`src/rtl/core/nv_transfer_sequencer_unit_macros.svh`:
```
// ---------------------------------------------------------------------------
// nv transfer sequencer assertion macros
// shared property forms for the sequencer checks
// ---------------------------------------------------------------------------
`ifndef NV_TRANSFER_SEQUENCER_UNIT_MACROS_SVH
`define NV_TRANSFER_SEQUENCER_UNIT_MACROS_SVH

// same-cycle implication
`define NVTS_ASSERT_IMPLIES(label, clk, rst, ante, cons) \
  label: assert property (@(posedge clk) disable iff (rst) (ante) |-> (cons)) \
    else $error("nvts assertion failed");

// next-cycle implication
`define NVTS_ASSERT_NEXT(label, clk, rst, ante, cons) \
  label: assert property (@(posedge clk) disable iff (rst) (ante) |=> (cons)) \
    else $error("nvts assertion failed");

`endif

```
`src/rtl/core/nvts_pkg.sv`:
```
// ---------------------------------------------------------------------------
// nvts_pkg
// types and codes shared by the nv transfer sequencer
// ---------------------------------------------------------------------------
package nvts_pkg;

  typedef enum logic [2:0] {
    FN_TICK        = 3'd0,
    FN_START_WRITE = 3'd1,
    FN_START_READ  = 3'd2,
    FN_COMPLETION  = 3'd3,
    FN_RELEASE     = 3'd4
  } func_t;

  typedef enum logic [1:0] {
    PH_IDLE = 2'd0,
    PH_XFER = 2'd1,
    PH_DONE = 2'd2,
    PH_ERR  = 2'd3
  } phase_t;

  typedef enum logic [1:0] {
    MODE_NONE = 2'd0,
    MODE_WR   = 2'd1,
    MODE_RD   = 2'd2
  } mode_t;

  localparam logic [1:0] KIND_STATUS = 2'd0;
  localparam logic [1:0] KIND_WRITE  = 2'd1;
  localparam logic [1:0] KIND_READ   = 2'd2;
  localparam logic [1:0] KIND_NOTICE = 2'd3;

  localparam logic [7:0] RETRY_LIMIT_RESET = 8'd3;
  localparam logic [7:0] WAIT_LIMIT_RESET  = 8'd10;
  localparam logic [7:0] COUNT_MAX         = 8'hFF;

  localparam logic CFG_RETRY_LIMIT = 1'b0;
  localparam logic CFG_WAIT_LIMIT  = 1'b1;

  typedef struct packed {
    phase_t      phase;
    mode_t       mode;
    logic        awaiting;
    logic [7:0]  wait_ticks;
    logic [7:0]  failure_count;
    logic [31:0] host_address;
    logic [31:0] nv_offset;
    logic [15:0] total_bytes;
    logic [16:0] remaining;
    logic [15:0] moved_bytes;
  } seq_state_t;

  typedef struct packed {
    logic [2:0]  func;
    logic [31:0] buffer_address;
    logic [31:0] device_offset;
    logic [15:0] length;
    logic [15:0] done_count;
  } seq_item_t;

  typedef struct packed {
    logic [7:0] retry_limit;
    logic [7:0] wait_limit;
  } seq_cfg_t;

  localparam seq_state_t STATE_RESET = '{
    phase:         PH_IDLE,
    mode:          MODE_NONE,
    awaiting:      1'b0,
    wait_ticks:    8'd0,
    failure_count: 8'd0,
    host_address:  32'd0,
    nv_offset:     32'd0,
    total_bytes:   16'd0,
    remaining:     17'd0,
    moved_bytes:   16'd0
  };

endpackage

```
`src/rtl/core/nvts_step.sv`:
```
// ---------------------------------------------------------------------------
// nvts_step
// next-state and result logic for one sequencer transaction
// ---------------------------------------------------------------------------
module nvts_step
  import nvts_pkg::*;
(
  input  seq_state_t state,
  input  seq_item_t  item,
  input  seq_cfg_t   cfg,
  output seq_state_t state_next,
  output logic [1:0] kind_next
);

  logic [15:0] moved_sum;
  logic [16:0] rem_calc;
  logic        rem_pos;
  logic        rem_zero;
  logic        cur_rem_pos;
  logic        cur_rem_zero;

  assign moved_sum    = state.moved_bytes + item.done_count;
  assign rem_calc     = {1'b0, state.total_bytes} - {1'b0, moved_sum};
  assign rem_zero     = (rem_calc == 17'd0);
  assign rem_pos      = !rem_calc[16] && !rem_zero;
  assign cur_rem_zero = (state.remaining == 17'd0);
  assign cur_rem_pos  = !state.remaining[16] && !cur_rem_zero;

  always_comb begin
    state_next = state;
    kind_next  = KIND_STATUS;
    case (item.func)
      FN_TICK: begin
        case (state.phase)
          PH_IDLE: begin
            if (state.mode != MODE_NONE) begin
              state_next.phase = PH_XFER;
            end
          end
          PH_XFER: begin
            if (!state.awaiting) begin
              state_next.wait_ticks = 8'd0;
              if (state.failure_count > cfg.retry_limit) begin
                state_next.phase = PH_ERR;
              end else if (cur_rem_pos) begin
                state_next.awaiting = 1'b1;
                if (state.mode == MODE_WR) begin
                  kind_next = KIND_WRITE;
                end else if (state.mode == MODE_RD) begin
                  kind_next = KIND_READ;
                end
              end else if (cur_rem_zero) begin
                state_next.phase = PH_DONE;
              end
            end else begin
              if (state.wait_ticks != COUNT_MAX) begin
                state_next.wait_ticks = state.wait_ticks + 8'd1;
              end
              if (state.wait_ticks > cfg.wait_limit) begin
                state_next.phase = PH_ERR;
              end
            end
          end
          PH_DONE: begin
            kind_next        = KIND_NOTICE;
            state_next.phase = PH_XFER;
          end
          default: begin
          end
        endcase
      end
      FN_START_WRITE, FN_START_READ: begin
        if (item.length != 16'd0) begin
          state_next.host_address = item.buffer_address;
          state_next.nv_offset    = item.device_offset;
          state_next.total_bytes  = item.length;
          state_next.remaining    = {1'b0, item.length};
          state_next.moved_bytes  = 16'd0;
          state_next.mode = (item.func == FN_START_WRITE) ? MODE_WR : MODE_RD;
        end
      end
      FN_COMPLETION: begin
        if (item.done_count != 16'd0) begin
          state_next.moved_bytes = moved_sum;
          state_next.remaining   = rem_calc;
          if (rem_pos) begin
            state_next.host_address = state.host_address + {16'd0, item.done_count};
            state_next.nv_offset    = state.nv_offset + {16'd0, item.done_count};
          end else if (rem_zero) begin
            state_next.moved_bytes = 16'd0;
          end
          state_next.failure_count = 8'd0;
        end else if (state.failure_count != COUNT_MAX) begin
          state_next.failure_count = state.failure_count + 8'd1;
        end
        state_next.awaiting = 1'b0;
      end
      FN_RELEASE: begin
        state_next.phase        = PH_IDLE;
        state_next.mode         = MODE_NONE;
        state_next.awaiting     = 1'b0;
        state_next.host_address = 32'd0;
        state_next.nv_offset    = 32'd0;
        state_next.total_bytes  = 16'd0;
        state_next.remaining    = 17'd0;
      end
      default: begin
      end
    endcase
  end

endmodule

```
`src/rtl/core/nv_transfer_sequencer_unit.sv`:
```
// ---------------------------------------------------------------------------
// nv_transfer_sequencer_unit
// chunked nv memory transfer sequencer, one result per transaction
// registers: input reg, then result reg, from request accept to result valid
// throughput: 1 transaction per cycle while rsp_stall does not hold the result, set by the state update
// reset: synchronous, clears sequencer state, pipeline valids, limits to 3 / 10
// ---------------------------------------------------------------------------
`include "nv_transfer_sequencer_unit_macros.svh"

module nv_transfer_sequencer_unit
  import nvts_pkg::*;
(
  input  logic               clk,
  input  logic               rst,
  input  logic               cfg_write,
  input  logic               cfg_index,
  input  logic [7:0]         cfg_data,
  input  logic               req_valid,
  output logic               req_stall,
  input  logic [2:0]         func,
  input  logic [31:0]        buffer_address,
  input  logic [31:0]        device_offset,
  input  logic [15:0]        length,
  input  logic [15:0]        done_count,
  output logic               rsp_valid,
  input  logic               rsp_stall,
  output logic [1:0]         kind,
  output logic [31:0]        cmd_buffer_address,
  output logic [31:0]        cmd_device_offset,
  output logic signed [16:0] cmd_remaining,
  output logic [1:0]         machine_state,
  output logic               busy_res
);

  seq_cfg_t   cfg;
  seq_state_t state;
  seq_state_t state_next;
  seq_item_t  item;
  logic       item_valid;
  logic [1:0] kind_next;
  logic       advance;

  assign advance   = item_valid && (!rsp_valid || !rsp_stall);
  assign req_stall = item_valid && !advance;

  always_ff @(posedge clk) begin
    if (rst) begin
      cfg.retry_limit <= RETRY_LIMIT_RESET;
      cfg.wait_limit  <= WAIT_LIMIT_RESET;
    end else if (cfg_write) begin
      if (cfg_index == CFG_RETRY_LIMIT) begin
        cfg.retry_limit <= cfg_data;
      end else begin
        cfg.wait_limit <= cfg_data;
      end
    end
  end

  // input register
  always_ff @(posedge clk) begin
    if (rst) begin
      item_valid <= 1'b0;
    end else if (!req_stall) begin
      item_valid <= req_valid;
    end
  end

  always_ff @(posedge clk) begin
    if (req_valid && !req_stall) begin
      item <= '{func, buffer_address, device_offset, length, done_count};
    end
  end

  nvts_step u_step (
    .state      (state),
    .item       (item),
    .cfg        (cfg),
    .state_next (state_next),
    .kind_next  (kind_next)
  );

  always_ff @(posedge clk) begin
    if (rst) begin
      state <= STATE_RESET;
    end else if (advance) begin
      state <= state_next;
    end
  end

  // result register
  always_ff @(posedge clk) begin
    if (rst) begin
      rsp_valid <= 1'b0;
    end else if (advance) begin
      rsp_valid <= 1'b1;
    end else if (!rsp_stall) begin
      rsp_valid <= 1'b0;
    end
  end

  always_ff @(posedge clk) begin
    if (advance) begin
      kind               <= kind_next;
      cmd_buffer_address <= state_next.host_address;
      cmd_device_offset  <= state_next.nv_offset;
      cmd_remaining      <= state_next.remaining;
      machine_state      <= state_next.phase;
      busy_res           <= (state_next.mode != MODE_NONE);
    end
  end

  `NVTS_ASSERT_IMPLIES(a_chunk_in_xfer, clk, rst, rsp_valid && (kind == KIND_WRITE || kind == KIND_READ), machine_state == PH_XFER && busy_res)
  `NVTS_ASSERT_IMPLIES(a_notice_in_xfer, clk, rst, rsp_valid && kind == KIND_NOTICE, machine_state == PH_XFER)
  `NVTS_ASSERT_NEXT(a_state_held_on_stall, clk, rst, rsp_valid && rsp_stall, $stable(state))

endmodule
```
`config.mk`:
```
export PLATFORM = sky130hd
export DESIGN_NAME = nv_transfer_sequencer_unit
export DESIGN_NICKNAME = d
export VERILOG_FILES = /design/src/rtl/core/nvts_pkg.sv /design/src/rtl/core/nvts_step.sv /design/src/rtl/core/nv_transfer_sequencer_unit.sv
export VERILOG_INCLUDE_DIRS = /design/src /design/src/rtl/core
export SDC_FILE = /design/constraint.sdc
export NUM_CORES = 1
export LEC_CHECK = 0
export ABC_AREA = 1
export ABC_CLOCK_PERIOD_IN_PS = 8200
export BUFFER_PORTS_ARGS = -buffer_cell sky130_fd_sc_hd__buf_2
export CAP_MARGIN = 10
export CORE_ASPECT_RATIO = 1.25
export CORE_MARGIN = 3
export CORE_UTILIZATION = 45
export CTS_CLUSTER_DIAMETER = 150
export DETAILED_ROUTE_END_ITERATION = 8
export PLACE_DENSITY_LB_ADDON = 0.05
export SLEW_MARGIN = 5
export SYNTH_ARGS = -nofsm -noshare
export SYNTH_HDL_FRONTEND = slang
export SYNTH_SLANG_ARGS = --single-unit
```
`constraint.sdc`:
```
create_clock -name clk -period 8.2 [get_ports clk]
set_input_delay 0.82 -clock clk [delete_from_list [all_inputs] [get_ports clk]]
set_output_delay 0.82 -clock clk [all_outputs]
set_load 0.05 [all_outputs]
```
==> metrics.md, run 1 <==
| Metric | Value |
|---|---|
| Worst setup margin | `2.69 ns` |
| Final GP Congestion | `0.884` |
| Hold Crit Start | `done_count[9]` |
| Grt met2 use | `45.8%` |
| Layout Cells excl Fill | `~3100` |
| WL per Instance | `18.1 µm` |
| Clk_skew | `0.0168 ns` |
| Worst endpoint required time | `approximately 8.7 ns` |
| Postcts setup bufs | `0` |
| Syn Inst Count | `2377` |
| Port Buffer Count | `200` |
| Grt met3 use | `3.34%` |
| CTS Root Cell | `clkbuf_16` |
| Min-Delay Endpoint | `item[9]$_DFFE_PP_` |
| Crit Path Max Fanout | `between 50 and 60` |
| Crit path top cell by count | `nand2_1` |
| Worst skew pair latency | `0.56 ns` |
| Post-synth top area share | `between 20% and 30%` |
| Cell area after synthesis | `18800 µm²` |
| Die Y | `235 µm` |
| Clock buffer depth | `3` |
| Post-synth top area cell | `edfxtp_1` |
| Initial antenna violation count | `0` |
| Synth cell types | `49` |
| Vias | `16900` |
| Cts bufs inserted | `39` |
| DR DRC count | `0` |
| Max Cap Viol | `0` |
| Pwr Density | `201 nW/µm²` |
| CP startpoint kind | `flip-flop` |
| Hold Path Class | `input pin to flip-flop` |
| Sequential area share after synthesis | `45.6%` |
| Post-CTS Hold Buffers | `0` |
| # IOs | `201` |
| Reg-to-reg critical path startpoint | `item[0]$_DFFE_PP_` |
| Largest net degree at the start of global routing | `83` |
| Slew headroom | `29.4%` |
| DR vias/cell | `5.42` |
| Area delta synth->final | `13.8%` |
| Final number of setup-violating endpoints | `0` |
| Critical path buffers and inverters | `3` |
| Ant. Diodes | `0` |
| Setup WS pre-CTS | `2.70 ns` |
| Routed wire length | `56600 µm` |
| Cell row count | `83` |
| Worst R2R End | `state[58]$_SDFFE_PP0P_` |
| Worst R2R Setup Slack | `approximately 2.7 ns` |
| Full die area | `44400 µm²` |
| First-pass GRT wire length | `88300 µm` |
| Core area | `between 40000 and 50000 µm²` |
| Post-route ant nets | `0` |
| All-Layer GR Usage | `25.0%` |
| Critical path's slowest cell | `edfxtp_1` |
| CTS tree | `yes` |
| Commonest cells after routing, fill and taps aside | `nand2_1, inv_1, a21oi_1` |
| DP Wirelength | `a little under 40000 µm` |
| Setup TNS | `0 ns` |
| Leading cell type in the layout, fill and taps excluded | `nand2_1` |
| Clk slew on worst S/H paths | `approximately 0.060 ns` |
| Met1 Use GR | `29.7%` |
| Syn_area_per_cell | `approximately 7.9 µm²` |
| Number of global-route vias before repair | `16400` |
| RSZ-0062 raised after global routing | `no` |
| Cell family with most CP delay | `simple AND/OR/NAND/NOR gates` |
| Critical Path Sink Type | `flip-flop` |
| Final nets | `2741` |
| Hold Vio Cnt, Final | `0` |
| Worst Hold Depth | `1` |
| Worst path arrival time | `5.96 ns` |
| Leak | `9.44 nW` |
| Reg2reg path depth | `31` |
| H-tree depth | `2` |
| Iter 0 DRT Violations | `1098` |
| TritonRoute pass-1 iters | `5` |
| Placed Cells | `3050` |
| Effective utilization at floorplan | `between 40% and 50%` |
| CP Class | `flip-flop to flip-flop` |
| Final min period | `5.51 ns` |
| GR peak layer | `met2` |
| Period utilisation layout | `67.1%` |
| Worst Tran Pin Value | `roughly 1.1 ns` |
| Net Count, Synth | `roughly 2600` |
| Slew Viols, Final | `0` |
| Yosys reg bits | `337` |
| Die extent in x | `189 µm` |
| Status | `finished, final reports clean` |
| Total gr overflow | `0` |
| F_max | `around 180 MHz` |
| Yosys synthesis warning count | `0` |
| CTS Sinks | `337` |
| # resized after CTS | `0` |
| Max incr delay on CP | `0.51 ns` |
| Max IR drop VDD | `0.193 mV` |
| Share of cells above drive strength 1 | `11.7%` |
| Synth top area cells | `edfxtp_1, dfxtp_1, nand2_1` |
[flip-flops by register name, indices dropped and copies added (netlist names)]
register / flops
machine_state: 2
rsp_valid: 1
item_valid: 1
cmd_remaining: 17
state: 134
cmd_buffer_address: 32
busy_res: 1
kind: 2
cmd_device_offset: 32
cfg: 16
item: 99
[area by class of cell]
type / count / area, µm²
Sequential cell: 337 / 8600
Clock buffer: 55 / 1110
Timing Repair Buffer: 210 / 1080
Tap cell: 552 / 691
Fill cell: 4012 / 19800
Inverter: 329 / 1250
Multi-Input combinational cell: 1622 / 8610
Clock inverter: 16 / 106
[logic make-up (layout without fill, tap and decap cells)]
group,after synthesis,after routing,synth area share (%)
DFF,337,337,45.6
and+or+nand+nor,1030,1030,23.8
xor gates and xnor gates,45,45,2.09
buffers and inverters,418,610,8.75
adders and majority gates,89,89,6.07
AOI/OAI and AO/OA,458,458,13.7
[per-stage QoR]
stage	power, W	instance area, µm²	util (%)	hold slack (ns)
global route	0.00451	21400	52.0	0.404
CTS	0.00437	21400	52.0	0.392
detailed placement	0.00269	20200	49.1	0.453
global placement	0.00268	20200	49.1	0.452
finish	0.00432	21400	52.0	0.427
floorplan	0.00247	18800	-	0.435
[power breakdown]
group	total, W	internal (W)	switching, W
Combinational	0.000688	0.000201	0.000488
Clock	0.00167	0.000948	0.000717
Sequential	0.00197	0.00190	0.0000705
Total	0.00432	0.00305	0.00128
[synthesized netlist by cell type (all sizes together)]
master	number
a211oi	5
a21boi	4
a21o	1
a21oi	222
a221o	2
a22oi	3
a31oi	3
and2	5
buf	15
clkbuf	74
clkinv	2
dfxtp	152
edfxtp	185
fa	4
ha	85
inv	327
nand2	579
nand3	216
nand3b	4
nand4	61
nor2	112
nor2b	1
nor3	29
nor3b	5
nor4	9
o2111ai	1
o211ai	71
o21a	1
o21ai	130
o21bai	2
o221ai	8
o22ai	4
o31ai	1
or2	9
xnor2	21
xor2	24
[layer usage]
metal / up-vias / share of wire, % / wire [µm]
met2: 494 / 51 / 29000
met5: - / 0 / 0
met4: 0 / 3.4 / 1930
li1: 8379 / - / -
met3: 101 / 4.7 / 2670
met1: 7952 / 41 / 23000
[worst max-delay path by stage]
stage,from,to,slack [ns],cells past startpoint
after CTS,item[0]$_DFFE_PP_,state[58]$_SDFFE_PP0P_,2.68,31
after detailed placement,item[0]$_DFFE_PP_,state[58]$_SDFFE_PP0P_,2.70,31
final,item[0]$_DFFE_PP_,state[58]$_SDFFE_PP0P_,2.69,31
after floorplan,item[0]$_DFFE_PP_,state[68]$_SDFFE_PP0P_,3.98,34
after global placement,item[0]$_DFFE_PP_,state[58]$_SDFFE_PP0P_,2.75,31
after global routing,item[0]$_DFFE_PP_,state[107]$_SDFFE_PP0P_,2.02,33
[worst reg2reg max path, delay by kind of cell (launching register included)]
family | cells | cell delay [ns]
AO/OA/AOI/OAI | 5 | 0.92
adder cells (fa/ha/maj) | 3 | 1.03
buffers and inverters | 3 | 0.58
flip-flops | 1 | 0.51
AND/OR/NAND/NOR | 20 | 2.34
No activity file was read; power rests on OpenSTA's default activity.
==> run 2: changes to the inputs <==
--- a/config.mk
+++ b/config.mk
@@ -7,7 +7,7 @@
 export NUM_CORES = 1
 export LEC_CHECK = 0
 export ABC_AREA = 1
-export ABC_CLOCK_PERIOD_IN_PS = 8200
+export ABC_CLOCK_PERIOD_IN_PS = 5400
 export BUFFER_PORTS_ARGS = -buffer_cell sky130_fd_sc_hd__buf_2
 export CAP_MARGIN = 10
 export CORE_ASPECT_RATIO = 1.25
==> constraint.sdc (replaced) <==
create_clock -name clk -period 5.4 [get_ports clk]
set_input_delay 0.54 -clock clk [delete_from_list [all_inputs] [get_ports clk]]
set_output_delay 0.54 -clock clk [all_outputs]
set_load 0.05 [all_outputs]
==> metrics.md, run 2 (synthesis gave the netlist of run 1 again) <==
| Metric | Value |
|---|---|
| Status | `finished, final reports clean` |
| Pwr Density | `304 nW/µm² (+51%)` |
| Worst R2R End | `state[57]$_SDFFE_PP0P_` |
| Hold Crit Start | `buffer_address[4]` |
| DR DRC count | `0 (unchanged)` |
| Clock buffer depth | `3 (unchanged)` |
| Cts bufs inserted | `38 (-2.6%)` |
| Effective utilization at floorplan | `45.7% (unchanged)` |
| Setup TNS | `0 ns (unchanged)` |
| DP Wirelength | `40000 µm (+0.78%)` |
| Met3 routed WL | `2730 µm (+2.3%)` |
| Final GP Congestion | `0.898 (+1.5%)` |
| Min Hold Slack | `0.159 ns (-0.268 ns)` |
| Critical path buffers and inverters | `3 (unchanged)` |
| Crit path top cell by count | `nand2_1` |
| DR vias/cell | `5.40 (-0.35%)` |
| Met2 wire len | `28600 µm (-1.7%)` |
| Net Sw Power | `0.00191 W (+50%)` |
| Initial antenna violation count | `0 (unchanged)` |
| Cell family with most CP delay | `simple AND/OR/NAND/NOR gates` |
| Worst R2R Setup Slack | `0.63 ns (-2.06 ns)` |
| Critical Path Sink Type | `flip-flop` |
| Final min period | `4.77 ns (-0.735 ns)` |
| Iter 0 DRT Violations | `931 (-15%)` |
| Leading cell type in the layout, fill and taps excluded | `nand2_1` |
| Worst Tran Pin Value | `1.08 ns (+0.0204 ns)` |
| Clock network power share | `38.6% (about the same)` |
| Most flops, register | `state` |
| Critical path's slowest cell | `edfxtp_1` |
| Routed wire length | `56300 µm (-0.59%)` |
| Worst path arrival time | `5.22 ns (-0.74 ns)` |
| Commonest cells after routing, fill and taps aside | `nand2_1, inv_1, a21oi_1` |
| Internal | `0.00466 W (+53%)` |
| Reg2reg path depth | `28 (-9.7%)` |
| F_max | `210 MHz (+15%)` |
| Crit Path Max Fanout | `41 (-24%)` |
| DRT met1 WL | `22900 µm (-0.40%)` |
| All-Layer GR Usage | `25.1% (+0.089 points)` |
| Final number of setup-violating endpoints | `0 (unchanged)` |
| Number of global-route vias before repair | `16700 (+1.4%)` |
| Max Cap Viol | `0 (unchanged)` |
| Period utilisation layout | `88.3% (+21 points)` |
| Setup WS pre-CTS | `0.574 ns (-2.13 ns)` |
| Slew headroom | `28.0% (-1.4 points)` |
| First-pass GRT wire length | `88900 µm (+0.66%)` |
| Cell row count | `83 (unchanged)` |
| Min-Delay Endpoint | `item[68]$_DFFE_PP_` |
| Post-Route Utilization | `52.4% (+0.36 points)` |
| Hold Vio Cnt, Final | `0 (unchanged)` |
| Slew Viols, Final | `0 (unchanged)` |
| Vias | `17000 (+0.17%)` |
| Reg-to-reg critical path startpoint | `item[2]$_DFFE_PP_` |
| Largest net degree at the start of global routing | `91 (+9.6%)` |
| Max FFs per register | `134 (unchanged)` |
| Switching Share | `29.0% (-0.48 points)` |
| Die extent in x | `189 µm (unchanged)` |
| # IOs | `201 (unchanged)` |
| Ant. Diodes | `0 (unchanged)` |
| Port Buffer Count | `200 (unchanged)` |
| Full die area | `44400 µm² (unchanged)` |
| Cell Area, Placed | `20400 µm² (+0.77%)` |
| Leak | `9.52 nW (+0.85%)` |
| DR top layer | `met4` |
| Fin area | `21600 µm² (+0.70%)` |
| Seq pwr share | `45.4% (about the same)` |
| CTS tree | `yes` |
| TritonRoute pass-1 iters | `5 (unchanged)` |
| Post-CTS Hold Buffers | `0 (unchanged)` |
| Worst skew pair latency | `0.56 ns (about the same)` |
| Core area | `41200 µm² (unchanged)` |
| Logic pwr share | `16.1% (+0.2 points)` |
| Clk slew on worst S/H paths | `0.06 ns (about the same)` |
| Area delta synth->final | `14.6%` |
| Hold Path Class | `input pin to flip-flop` |
| Die Y | `235 µm (unchanged)` |
| H-tree depth | `2 (unchanged)` |
| Worst endpoint required time | `5.85 ns (-2.81 ns)` |
| CTS Sinks | `337 (unchanged)` |
| Max incr delay on CP | `0.43 ns (-0.08 ns)` |
| WL per Instance | `17.9 µm (-1.1%)` |
| Worst setup margin | `0.629 ns (-2.06 ns)` |
| CTS Root Cell | `clkbuf_16` |
| Final nets | `2758 (+0.62%)` |
| Share of cells above drive strength 1 | `12.1% (+0.39 points)` |
| Registers with the most flip-flops | `state: 134 flops, item: 99 flops` |
| CP Class | `flip-flop to flip-flop` |
| Worst Hold Depth | `1 (unchanged)` |
| Max IR drop VDD | `0.210 mV (+8.6%)` |
| CP startpoint kind | `flip-flop` |
| Total gr overflow | `0 (unchanged)` |
| RSZ-0062 raised after global routing | `no` |
| Post-route ant nets | `0 (unchanged)` |
| Clk_skew | `0.0188 ns (+0.00204 ns)` |
==> run 2: cell count changes in the layout (fill, tap and decap cells not counted), moves of 2 or more <==
cell	delta
bufinv_16	+2
buf_4	+15
buf_12	+3
clkinv_2	-3
clkbuf_1	+4
clkbuf_8	-2
==> run 2: repair_timing <==
item                                   in CTS  in global routing
buffers inserted                            0                  2
setup endpoints to repair                   0                 94
gates resized for setup                     0                  2
endpoints found under the hold margin       0                  0
==> run 2: layout make-up <==
type	instances	area, µm²
fillers	3960	19600
clock buffers	56	1070
inverters	329	1250
repair buffers	228	1250
multi-input cells	1622	8610
flip-flops and latches	337	8600
well taps	552	691
clock inverters	13	120
==> run 2: per-layer routing <==
layer | global-route usage, % | vias up
met5 | 0 | -
met4 | 9.55 | 0
met3 | 3.60 | 116
met2 | 45.4 | 478
met1 | 29.9 | 7956
li1 | - | 8404
==> run 2: how the worst max path moves through the flow <==
stage               slack (ns)         startpoint  cells after the start                      to
floorplan                 1.18  item[0]$_DFFE_PP_                     34  state[68]$_SDFFE_PP0P_
global placement          0.62  item[0]$_DFFE_PP_                     32  state[57]$_SDFFE_PP0P_
detailed placement        0.57  item[0]$_DFFE_PP_                     32  state[55]$_SDFFE_PP0P_
CTS                       0.53  item[0]$_DFFE_PP_                     32  state[61]$_SDFFE_PP0P_
global route              0.06  item[0]$_DFFE_PP_                     32  state[61]$_SDFFE_PP0P_
finish                    0.63  item[2]$_DFFE_PP_                     28  state[57]$_SDFFE_PP0P_
==> run 2: power by group through the flow <==
stage,registers [W],clock network [W],logic [W]
after floorplan,0.00314,0,0.000615
after global placement,0.00304,0,0.00104
after detailed placement,0.00304,0,0.00105
after CTS,0.00298,0.00260,0.00105
after global routing,0.00299,0.00271,0.00117
final,0.00298,0.00253,0.00105
==> run 2: metrics by stage <==
stage,power (W),cells
2_1_floorplan,0.00376,2377
3_3_place_gp,0.00407,3066
3_5_place_dp,0.00409,3066
4_1_cts,0.00664,3135
5_1_grt,0.00687,3137
6_report,0.00657,3137
